==> src/sv/rslp_pkg.sv <==
// Shared types and constants of the register script line parser.
// Used by the front classifier queue, the back executor and the top level.
`default_nettype none
package rslp_pkg;

  // Width of the three number accumulators; numbers wrap at this width.
  localparam int NUMBER_WIDTH = 16;
  localparam int CHAR_WIDTH   = 8;
  localparam int FIELD_WIDTH  = 16;

  // Slave addresses that take two data bytes.
  localparam logic [7:0] SLAVE_WIDE_A = 8'h1A;
  localparam logic [7:0] SLAVE_WIDE_B = 8'h1C;

  // Characters with a meaning of their own.
  localparam logic [7:0] CH_NL    = 8'h0A;
  localparam logic [7:0] CH_TAB   = 8'h09;
  localparam logic [7:0] CH_SPACE = 8'h20;
  localparam logic [7:0] CH_COLON = 8'h3A;
  localparam logic [7:0] CH_EQ    = 8'h3D;
  localparam logic [7:0] CH_SLASH = 8'h2F;
  localparam logic [7:0] CH_NUL   = 8'h00;
  localparam logic [7:0] CH_W     = 8'h77;
  localparam logic [7:0] CH_A     = 8'h61;
  localparam logic [7:0] CH_I     = 8'h69;
  localparam logic [7:0] CH_T     = 8'h74;

  typedef enum logic [1:0] {
    KIND_NONE  = 2'd0,
    KIND_ERROR = 2'd1,
    KIND_WRITE = 2'd2,
    KIND_WAIT  = 2'd3
  } kind_t;

  // One classified script character as it travels from front to back.
  typedef struct packed {
    logic       is_digit;
    logic [3:0] digit;
    logic       is_nl;
    logic       is_stop;   // slash or NUL: rest of line ignored
    logic       is_skip;   // blank, tab, colon, equals
    logic       is_w;
    logic       hit_a;
    logic       hit_i;
    logic       hit_t;
    logic       last;
  } class_t;

endpackage
`default_nettype wire

==> src/sv/rslp_front.sv <==
// Front part: accepts script characters, classifies them and holds them
// in a two-entry queue for the back part. Depends on rslp_pkg.
`default_nettype none
module rslp_front import rslp_pkg::*; (
  input  wire logic                  clk,
  input  wire logic                  rst,
  input  wire logic                  in_valid,
  output logic                       in_ready,
  input  wire logic [CHAR_WIDTH-1:0] ch,
  input  wire logic                  last,
  output logic                       q_valid,
  output class_t                     q_item,
  input  wire logic                  q_pop
);

  class_t       entries [2];
  logic         wr_ptr;
  logic         rd_ptr;
  logic [1:0]   count;
  class_t       cls;
  logic [7:0]   lc;
  logic [7:0]   digit_tmp;
  logic         push;

  // Fold upper case to lower case, then decode.
  always_comb begin
    lc = ((ch >= 8'h41) && (ch <= 8'h5A)) ? (ch | 8'h20) : ch;
    digit_tmp = 8'h00;
    cls.is_digit = 1'b0;
    if ((lc >= 8'h30) && (lc <= 8'h39)) begin
      cls.is_digit = 1'b1;
      digit_tmp = lc - 8'h30;
    end else if ((lc >= CH_A) && (lc <= 8'h66)) begin
      cls.is_digit = 1'b1;
      digit_tmp = lc - 8'h57;
    end
    cls.digit   = digit_tmp[3:0];
    cls.is_nl   = (lc == CH_NL);
    cls.is_stop = (lc == CH_SLASH) || (lc == CH_NUL);
    cls.is_skip = (lc == CH_SPACE) || (lc == CH_TAB) || (lc == CH_COLON) || (lc == CH_EQ);
    cls.is_w    = (lc == CH_W);
    cls.hit_a   = (lc == CH_A);
    cls.hit_i   = (lc == CH_I);
    cls.hit_t   = (lc == CH_T);
    cls.last    = last;
  end

  assign in_ready = (count != 2'd2);
  assign push     = in_valid && in_ready;
  assign q_valid  = (count != 2'd0);
  assign q_item   = entries[rd_ptr];

  always_ff @(posedge clk) begin
    if (push) begin
      entries[wr_ptr] <= cls;
    end
  end

  always_ff @(posedge clk) begin
    if (rst) begin
      wr_ptr <= 1'b0;
      rd_ptr <= 1'b0;
      count  <= 2'd0;
    end else begin
      if (push) begin
        wr_ptr <= ~wr_ptr;
      end
      if (q_pop) begin
        rd_ptr <= ~rd_ptr;
      end
      case ({push, q_pop})
        2'b10:   count <= count + 2'd1;
        2'b01:   count <= count - 2'd1;
        default: count <= count;
      endcase
    end
  end

endmodule
`default_nettype wire

==> src/sv/rslp_back.sv <==
// Back part: runs the line state machine on classified characters and
// holds each line's command in an output register. Depends on rslp_pkg.
`default_nettype none
module rslp_back import rslp_pkg::*; (
  input  wire logic                   clk,
  input  wire logic                   rst,
  input  wire logic                   q_valid,
  input  wire class_t                 q_item,
  output logic                        q_pop,
  output logic                        out_valid,
  input  wire logic                   out_ready,
  output logic [1:0]                  kind,
  output logic [FIELD_WIDTH-1:0]      slave_addr,
  output logic [FIELD_WIDTH-1:0]      reg_addr,
  output logic [FIELD_WIDTH-1:0]      value,
  output logic [1:0]                  byte_count
);

  typedef enum logic [5:0] {
    PH_SLAVE   = 6'b000001,
    PH_REG     = 6'b000010,
    PH_VALUE   = 6'b000100,
    PH_WRITE   = 6'b001000,
    PH_WAITNUM = 6'b010000,
    PH_WAIT    = 6'b100000
  } phase_t;

  phase_t                  line_phase, line_phase_next;
  logic                    ignore_rest, ignore_rest_next;
  logic                    error_seen, error_seen_next;
  logic                    in_number, in_number_next;
  logic [1:0]              keyword_pos, keyword_pos_next;
  logic [NUMBER_WIDTH-1:0] slave_acc, slave_acc_next;
  logic [NUMBER_WIDTH-1:0] reg_acc, reg_acc_next;
  logic [NUMBER_WIDTH-1:0] value_acc, value_acc_next;

  logic                    ends_line;
  logic                    tail_hit;
  kind_t                   kind_res;
  phase_t                  ph_end;
  logic                    err_end;

  function automatic phase_t advance(input phase_t ph);
    phase_t r;
    unique case (ph)
      PH_SLAVE:   r = PH_REG;
      PH_REG:     r = PH_VALUE;
      PH_VALUE:   r = PH_WRITE;
      PH_WAITNUM: r = PH_WAIT;
      default:    r = ph;
    endcase
    return r;
  endfunction

  function automatic logic [FIELD_WIDTH-1:0] to_field(input logic [NUMBER_WIDTH-1:0] a);
    logic [31:0] w;
    w = 32'(a);
    return w[FIELD_WIDTH-1:0];
  endfunction

  assign ends_line = q_item.is_nl || q_item.last;
  // A line end needs the output register; anything else never stalls.
  assign q_pop = q_valid && (!ends_line || !out_valid || out_ready);

  always_comb begin
    unique case (keyword_pos)
      2'd1:    tail_hit = q_item.hit_a;
      2'd2:    tail_hit = q_item.hit_i;
      2'd3:    tail_hit = q_item.hit_t;
      default: tail_hit = 1'b0;
    endcase
  end

  always_comb begin
    line_phase_next  = line_phase;
    ignore_rest_next = ignore_rest;
    error_seen_next  = error_seen;
    in_number_next   = in_number;
    keyword_pos_next = keyword_pos;
    slave_acc_next   = slave_acc;
    reg_acc_next     = reg_acc;
    value_acc_next   = value_acc;

    if (ignore_rest || error_seen) begin
      // Characters are dropped until the line ends.
    end else if (in_number) begin
      if (q_item.is_digit) begin
        unique case (line_phase)
          PH_SLAVE: slave_acc_next = {slave_acc[NUMBER_WIDTH-5:0], q_item.digit};
          PH_REG:   reg_acc_next   = {reg_acc[NUMBER_WIDTH-5:0], q_item.digit};
          default:  value_acc_next = {value_acc[NUMBER_WIDTH-5:0], q_item.digit};
        endcase
      end else begin
        // The character after a number is swallowed unseen.
        in_number_next  = 1'b0;
        line_phase_next = advance(line_phase);
      end
    end else if (keyword_pos != 2'd0) begin
      if (tail_hit) begin
        keyword_pos_next = keyword_pos + 2'd1;
        if (keyword_pos == 2'd3) begin
          line_phase_next = PH_WAITNUM;
        end
      end else begin
        keyword_pos_next = 2'd0;
        error_seen_next  = 1'b1;
      end
    end else if (q_item.is_nl) begin
      // Handled as a line end below.
    end else if (q_item.is_stop) begin
      ignore_rest_next = 1'b1;
    end else if (q_item.is_skip) begin
      // Separator.
    end else if (q_item.is_w) begin
      keyword_pos_next = 2'd1;
    end else if (q_item.is_digit) begin
      in_number_next = 1'b1;
      unique case (line_phase)
        PH_SLAVE: slave_acc_next = NUMBER_WIDTH'(q_item.digit);
        PH_REG:   reg_acc_next   = NUMBER_WIDTH'(q_item.digit);
        default:  value_acc_next = NUMBER_WIDTH'(q_item.digit);
      endcase
    end else begin
      error_seen_next = 1'b1;
    end

    // Line end: close an open number, flag an unfinished keyword.
    ph_end  = in_number_next ? advance(line_phase_next) : line_phase_next;
    err_end = error_seen_next || (keyword_pos_next != 2'd0);
    if (err_end) begin
      kind_res = KIND_ERROR;
    end else if (ph_end == PH_WRITE) begin
      kind_res = KIND_WRITE;
    end else if (ph_end == PH_WAIT) begin
      kind_res = KIND_WAIT;
    end else begin
      kind_res = KIND_NONE;
    end

    if (ends_line) begin
      line_phase_next  = PH_SLAVE;
      ignore_rest_next = 1'b0;
      error_seen_next  = 1'b0;
      in_number_next   = 1'b0;
      keyword_pos_next = 2'd0;
    end
  end

  always_ff @(posedge clk) begin
    if (rst) begin
      line_phase  <= PH_SLAVE;
      ignore_rest <= 1'b0;
      error_seen  <= 1'b0;
      in_number   <= 1'b0;
      keyword_pos <= 2'd0;
      slave_acc   <= '0;
      reg_acc     <= '0;
      value_acc   <= '0;
      out_valid   <= 1'b0;
    end else begin
      if (q_pop) begin
        line_phase  <= line_phase_next;
        ignore_rest <= ignore_rest_next;
        error_seen  <= error_seen_next;
        in_number   <= in_number_next;
        keyword_pos <= keyword_pos_next;
        slave_acc   <= slave_acc_next;
        reg_acc     <= reg_acc_next;
        value_acc   <= value_acc_next;
      end
      if (q_pop && ends_line) begin
        out_valid <= 1'b1;
      end else if (out_ready) begin
        out_valid <= 1'b0;
      end
    end
  end

  always_ff @(posedge clk) begin
    if (q_pop && ends_line) begin
      kind       <= kind_res;
      slave_addr <= to_field(slave_acc_next);
      reg_addr   <= to_field(reg_acc_next);
      value      <= to_field(value_acc_next);
      byte_count <= ((slave_acc_next == NUMBER_WIDTH'(SLAVE_WIDE_A)) ||
                     (slave_acc_next == NUMBER_WIDTH'(SLAVE_WIDE_B))) ? 2'd2 : 2'd1;
    end
  end

endmodule
`default_nettype wire

==> src/sv/register_script_line_parser.sv <==
// Register script line parser: one script character in per word, one
// command out per line. The input channel (in_valid, in_ready, ch, last)
// carries a raw character and a flag that marks the end of the script.
// The output channel (out_valid, out_ready, kind, slave_addr, reg_addr,
// value, byte_count) carries one command word for each newline or last
// character; all other characters produce no output word.
// Throughput is one character per cycle while no line end waits for the output
// register. The front classifies each word into a two-entry queue, and the back
// updates the line state and the number accumulators for each word it pops, so
// the line state loop sets that figure. The word that ends a line is written
// into the queue, then popped by the back, which registers the line's command.
// Reset (rst, synchronous, active high) empties the queue and the output
// register, clears the accumulators and returns to the start of a line.
// While the receiver holds out_ready low with a command waiting, the back
// keeps consuming characters that do not end a line; a line end then waits
// in the queue, and once the queue fills, in_ready drops.
// Depends on rslp_pkg, rslp_front and rslp_back.
`default_nettype none
module register_script_line_parser import rslp_pkg::*; (
  input  wire logic                   clk,
  input  wire logic                   rst,
  input  wire logic                   in_valid,
  output logic                        in_ready,
  input  wire logic [CHAR_WIDTH-1:0]  ch,
  input  wire logic                   last,
  output logic                        out_valid,
  input  wire logic                   out_ready,
  output logic [1:0]                  kind,
  output logic [FIELD_WIDTH-1:0]      slave_addr,
  output logic [FIELD_WIDTH-1:0]      reg_addr,
  output logic [FIELD_WIDTH-1:0]      value,
  output logic [1:0]                  byte_count
);

  // Queue handshake between the two halves.
  logic   q_valid;
  logic   q_pop;
  class_t q_item;

  rslp_front u_front (
    .clk      (clk),
    .rst      (rst),
    .in_valid (in_valid),
    .in_ready (in_ready),
    .ch       (ch),
    .last     (last),
    .q_valid  (q_valid),
    .q_item   (q_item),
    .q_pop    (q_pop)
  );

  rslp_back u_back (
    .clk        (clk),
    .rst        (rst),
    .q_valid    (q_valid),
    .q_item     (q_item),
    .q_pop      (q_pop),
    .out_valid  (out_valid),
    .out_ready  (out_ready),
    .kind       (kind),
    .slave_addr (slave_addr),
    .reg_addr   (reg_addr),
    .value      (value),
    .byte_count (byte_count)
  );

endmodule
`default_nettype wire
==> config.mk <==
export PLATFORM = sky130hd
export DESIGN_NAME = register_script_line_parser
export DESIGN_NICKNAME = d
export VERILOG_FILES = /design/src/sv/rslp_pkg.sv /design/src/sv/rslp_front.sv /design/src/sv/rslp_back.sv /design/src/sv/register_script_line_parser.sv
export SDC_FILE = /design/constraint.sdc
export NUM_CORES = 1
export LEC_CHECK = 0
export BUFFER_PORTS_ARGS = -buffer_cell sky130_fd_sc_hd__buf_2
export CAP_MARGIN = 40
export CORE_ASPECT_RATIO = 0.7
export CORE_MARGIN = 3
export CORE_UTILIZATION = 59
export CTS_CLUSTER_DIAMETER = 30
export DETAILED_ROUTE_END_ITERATION = 10
export PLACE_DENSITY = 0.8
export SYNTH_ARGS = -nofsm -noshare
export SYNTH_HDL_FRONTEND = slang
export SYNTH_HIERARCHICAL = 1
export SYNTH_SLANG_ARGS = --single-unit
==> constraint.sdc <==
create_clock -name clk -period 6.9 [get_ports clk]
set_input_delay 0.69 -clock clk [delete_from_list [all_inputs] [get_ports clk]]
set_output_delay 0.69 -clock clk [all_outputs]
set_load 0.02 [all_outputs]
After elaboration in Yosys (flattened, before gate mapping)
Memory sizes are Yosys's and may differ from the RTL's. A register that Yosys moved wholly into a read port is not among the register bits.
Index checks and enable logic that the tools add are counted.

word-level totals
  bits in latches = 0
  bits in writable memories = 26
  flip-flop bits (word level) = 116
  memories = 1
  bits in read-only memories = 0
  bits of input ports = 13

memories
  memory           words  bits a word  rd ports  clocked after memory_dff  write ports  line              RTL
  u_front.entries  2      13           1         1                         1            rslp_front.sv:16  class_t entries [2];

cells by class
  multiplexer cells = 93
  eq/ne operators = 32
  add/subtract/negate cells = 5
  divide/modulo/power cells = 0
  shift-type cells = 0
  multipliers = 0
  bitwise logic cells = 2
  reductions and logical operators = 27
  magnitude comparators = 6

operators with widths
  kind                                                            count
  two-way mux 16 bit                                              33
  two-way mux 6 bit                                               9
  case mux 6 bit (4 select lines)                                 2
  two-way mux 1 bit                                               33
  equality test 16 x 5 -> 1 bit, second input constant            2
  equality test 8 x 6 -> 1 bit, second input constant             4
  equality test 8 x 7 -> 1 bit, second input constant             4
  two-way mux 2 bit                                               12
  equality test 8 x 4 -> 1 bit, second input constant             2
  >= comparator 8 x 7 -> 1 bit, second input constant             2
  less-or-equal comparator 8 x 7 -> 1 bit, second input constant  2
  equality test 6 x 1 -> 1 bit, second input constant             2
  equality test 6 x 2 -> 1 bit, second input constant             2
  equality test 6 x 3 -> 1 bit, second input constant             2
  equality test 6 x 5 -> 1 bit, second input constant             2
  nonzero test 2 bit                                              6
  logical OR 1 bit                                                10
  >= comparator 8 x 6 -> 1 bit, second input constant             1
  less-or-equal comparator 8 x 6 -> 1 bit, second input constant  1
  logical NOT 8 bit                                               1
  two-way mux 4 bit                                               2
  equality test 2 bit, second input constant                      3
  equality test 6 x 4 -> 1 bit, second input constant             1
  equality test 6 bit, second input constant                      1
  14 further kinds                                                26

Depth between registers and ports, before layout
  depth after elaboration = 13
  mapped depth = 11
  mapped depth without buffers = 9

By module
Netlist, hierarchy kept.

by module, submodules not included
  module      cells an instance  area an instance (µm²)  seq. area each (µm²)  times used
  rslp_back   511                5041.1                  2762.6                1
  rslp_front  112                1492.7                  880.8                 1

Worst setup path after synthesis
No wires, ideal clock.

  kind = input to register
  start point = input port out_ready
  end point = register u_back.byte_count[0], enable pin
  slack = 3282 ps
  setup time = 467 ps
  required time = 6433 ps
  buffers on the path = 0
  arrival time = 3151 ps
  stages = 3
  cell sequence = nand2b_1 > nand2_1 > nor2_1

on the way
  cells in the longest elaborated chain, start to end = 3

RTL lines
  what                  line                               RTL
  start, declared       register_script_line_parser.sv:27  input wire logic out_ready,
  logical OR 1 bit      rslp_back.sv:63                    assign q_pop = q_valid && (!ends_line || !out_valid || out_ready);
  logical AND 1 bit     rslp_back.sv:63
  logical AND 1 bit     rslp_back.sv:180                   if (q_pop && ends_line) begin
  end signal, assigned  rslp_back.sv:185                   byte_count <= ((slave_acc_next == NUMBER_WIDTH'(SLAVE_WIDE_A)) ||
  end, declared         rslp_back.sv:16                    output logic [1:0] byte_count

No other way between the ends.
A chain may end at the register's enable or synchronous reset.

==> key figures <==
Run status
  – Status: finished, final reports clean

CTS
  – Post-CTS sizing: 0
  – Number of CTS-inserted buffers: 17
  – Setup Fix Bufs, Post-CTS: 0
  – CTS tree: built
  – Clock Tree Buf Depth: 2
  – Hold Buf Count CTS: 0
  – Clock latency on the worst-skew pair: 410 ps
  – Reg clk slew, reported paths: 60 ps
  – Num Clock Sinks: 143
  – H-tree Lvls: 4
  – CTS root buf: clkbuf_16

Power
  – Sw frac: 36.5%
  – Final Power: 3.17 mW
  – P per Cell Area: 423 mW/mm²
  – Leakage: 2.91 nW
  – Net Sw Power: 1.16 mW
  – Clock Power Share: 27.5%
  – Logic pwr share: 31.9%
  – Reg power frac: 40.6%
  – Max VDD drop: 0.229 mV
  – Power Internal: 2.01 mW

Finish
  – ANT cells: 0
  – Fin util: 71.1%
  – Share of layout cells above drive strength 1: 20.7%
  – Commonest non-fill, non-tap cell in the layout: nor2_1
  – Filler cells: 751
  – Design Area, Final: 0.00750 mm²
  – Synth-to-layout area growth: 14.8%
  – Layout net count: 701
  – Non-filler instance count after layout: 838
  – Most frequent cells in the layout: nor2_1 (85), edfxtp_1 (78), nand2_1 (73)

Timing
  – Max-slew headroom: 38.2%
  – Hold Slack: 456 ps
  – Least-Margin Pin Slew: 925 ps
  – Final Max Slew Viols: 0
  – Final hold violations: 0
  – Setup TNS: 0 ps
  – Top achievable clock speed: 290 MHz
  – Crit share post-route: 50.0%
  – Post-route clock skew: 9.60 ps
  – Final setup fails: 0
  – Min cycle time layout: 3450 ps
  – Post-route setup slack: 3450 ps
  – RSZ-0062 raised after global routing: no

Floorplan
  – Initial core utilization: 61.9%
  – Die Span Y: 94.0 µm
  – DIE WIDTH: 132 µm
  – Area of the core: 0.0106 mm²
  – I/O Pins: 67
  – Site row count: 31
  – Die area: 0.0124 mm²

Drt
  – Initial DRC count: 694
  – Drt total wl: 14,700 µm
  – Drt drc: 0
  – Avg WL per Cell: 17.6 µm
  – Drt first pass iters: 8
  – Vias after detailed routing: 5,084
  – Post-DRT Antenna Nets: 0
  – Vias per cell: 6.07

Hold path
  – Hold wc startpoint: u_back/reg_acc[15]$_SDFFE_PP0P_
  – Hold Path Class: register to register
  – Worst hold path stage count: 2
  – Hold endpoint: u_back/reg_acc[15]$_SDFFE_PP0P_

Global routing
  – First-pass GRT wire length: 23,300 µm
  – Tot GR Track Use: 23.9%
  – Largest net degree at the start of global routing: 65
  – GR Overflow Total: 0
  – Initial antenna violation count: 0
  – Vias in the first global route: 4,697

Job
  – Maxcap violations: 0

Critical path
  – Critical path data arrival time: 3590 ps
  – Flop-to-flop setup slack: 3450 ps
  – Endpoint class of the critical path: register
  – RR Endpoint: u_back/byte_count[0]$_DFFE_PP_
  – Crit Path Class: register to register
  – Setup crit start kind: register
  – Crit Path Max Fanout: 19
  – Worst EP required: 7040 ps
  – Worst R2R Path Depth: 8

Synth
  – Ys flop type: edfxtp_1
  – Syn Area/Cell: 10.5 µm²
  – Synth Register Bits: 143
  – Post-Synthesis Cell Area: 0.00653 mm²
  – Yosys warning count: 6
  – Post-synth EDFFs: 78
  – Post-synthesis cell count: 623
  – Async set-reset flop share out of synthesis: 0%
  – Sequential element share of the synthesized area: 55.8%
  – Post-synth cell types: 73
  – Syn nets: 647

Placed design
  – Gpl congestion: 0.843
  – Dpl hpwl: 9530 µm
  – Pre-CTS WS: 3500 ps
  – Inst Count DP: 806
  – Dpl cell area: 0.00694 mm²
  – I/O Buffers: 66
## worst max-delay path, cell delays in order (launching register included)
cell,delay [ps]
dfxtp_1,680
mux2_2,420
or3_4,400
o21bai_4,180
nand3_2,110
or2_1,480
or3b_1,490
a211oi_2,290
nand4_1,110
## sequential cells by signal, indices dropped and copies added, names as in the netlist, named ones only
register / flops
u_front/rd_ptr: 1
u_back/ignore_rest: 1
u_back/slave_acc: 16
u_back/value: 16
u_back/slave_addr: 16
u_back/in_number: 1
u_back/kind: 2
u_front/wr_ptr: 1
u_back/reg_acc: 16
u_back/line_phase: 6
u_back/error_seen: 1
u_back/value_acc: 16
u_back/reg_addr: 16
u_back/byte_count: 2
u_back/out_valid: 1
u_front/entries: 26
u_back/keyword_pos: 2
u_front/count: 2
## routing by layer
metal / share of wire (%) / track usage (%) / routed length (µm)
met2: 48 / 38.3 / 7050
met5: 0 / 0 / 0
met3: 7.6 / 5.41 / 1130
met1: 43 / 32.1 / 6290
met4: 1.7 / 8.74 / 257
## power groups by stage
| stage | Combinational (mW) | Sequential, mW | Clock, mW |
|---|---|---|---|
| after detailed placement | 0.997 | 1.30 | 0 |
| after global placement | 0.942 | 1.29 | 0 |
| final | 1.01 | 1.29 | 0.871 |
| after global routing | 1.10 | 1.31 | 0.915 |
| after floorplan | 0.565 | 1.43 | 0 |
| after CTS | 1.01 | 1.29 | 0.879 |
## cells by family (layout without fill, tap and decap cells)
kind of cell,after synthesis,after routing,synth area share (%)
flip-flops,143,143,55.8
multiplexers,38,38,6.26
adder cells (fa/ha/maj),12,12,2.26
buffers and inverters,53,120,3.77
XOR/XNOR,6,6,0.804
AND/OR/NAND/NOR,257,257,19.3
AO/OA/AOI/OAI,114,114,11.8
## area by class of cell
class | instances | area [µm²] | area share (%)
inverters | 17 | 63.8 | 0.850
repair buffers | 71 | 380 | 5.07
well taps | 148 | 185 | 2.47
multi-input cells | 427 | 2660 | 35.5
clock buffers | 18 | 439 | 5.85
flip-flops and latches | 143 | 3640 | 48.6
clock inverters | 14 | 129 | 1.72
## synth_stat cells, types with 4 or more instances
cell type / number / share of area [%]
and4_1: 5 / 0.67
buf_6: 5 / 0.86
a22o_1: 12 / 1.6
edfxtp_1: 78 / 36
inv_1: 16 / 0.92
a21oi_1: 44 / 3.4
nor2_1: 86 / 4.9
buf_2: 8 / 0.61
mux2_2: 23 / 4.0
nand3_1: 16 / 1.2
nand2_1: 73 / 4.2
nor3_1: 27 / 2.1
clkbuf_1: 22 / 1.3
dfxtp_1: 65 / 20
a211oi_1: 4 / 0.46
or3_1: 5 / 0.48
o21ai_0: 10 / 0.77
mux2i_1: 15 / 2.3
a22oi_1: 8 / 0.92
ha_1: 11 / 2.1
a32oi_1: 4 / 0.54
and3_1: 6 / 0.57
## worst max path at each step
| stage | startpoint | end | slack, ps |
|---|---|---|---|
| 3_3_place_gp | register | u_front/count[1]$_SDFFE_PP0P_ | 3450 |
| 2_1_floorplan | out_ready | u_back/byte_count[0]$_DFFE_PP_ | 3280 |
| 5_1_grt | register | u_back/byte_count[0]$_DFFE_PP_ | 3230 |
| 4_1_cts | register | u_back/byte_count[0]$_DFFE_PP_ | 3490 |
| 6_report | register | u_back/byte_count[0]$_DFFE_PP_ | 3450 |
| 3_5_place_dp | register | u_back/byte_count[0]$_DFFE_PP_ | 3500 |
Note: power is estimated with default switching activity, not from simulation.
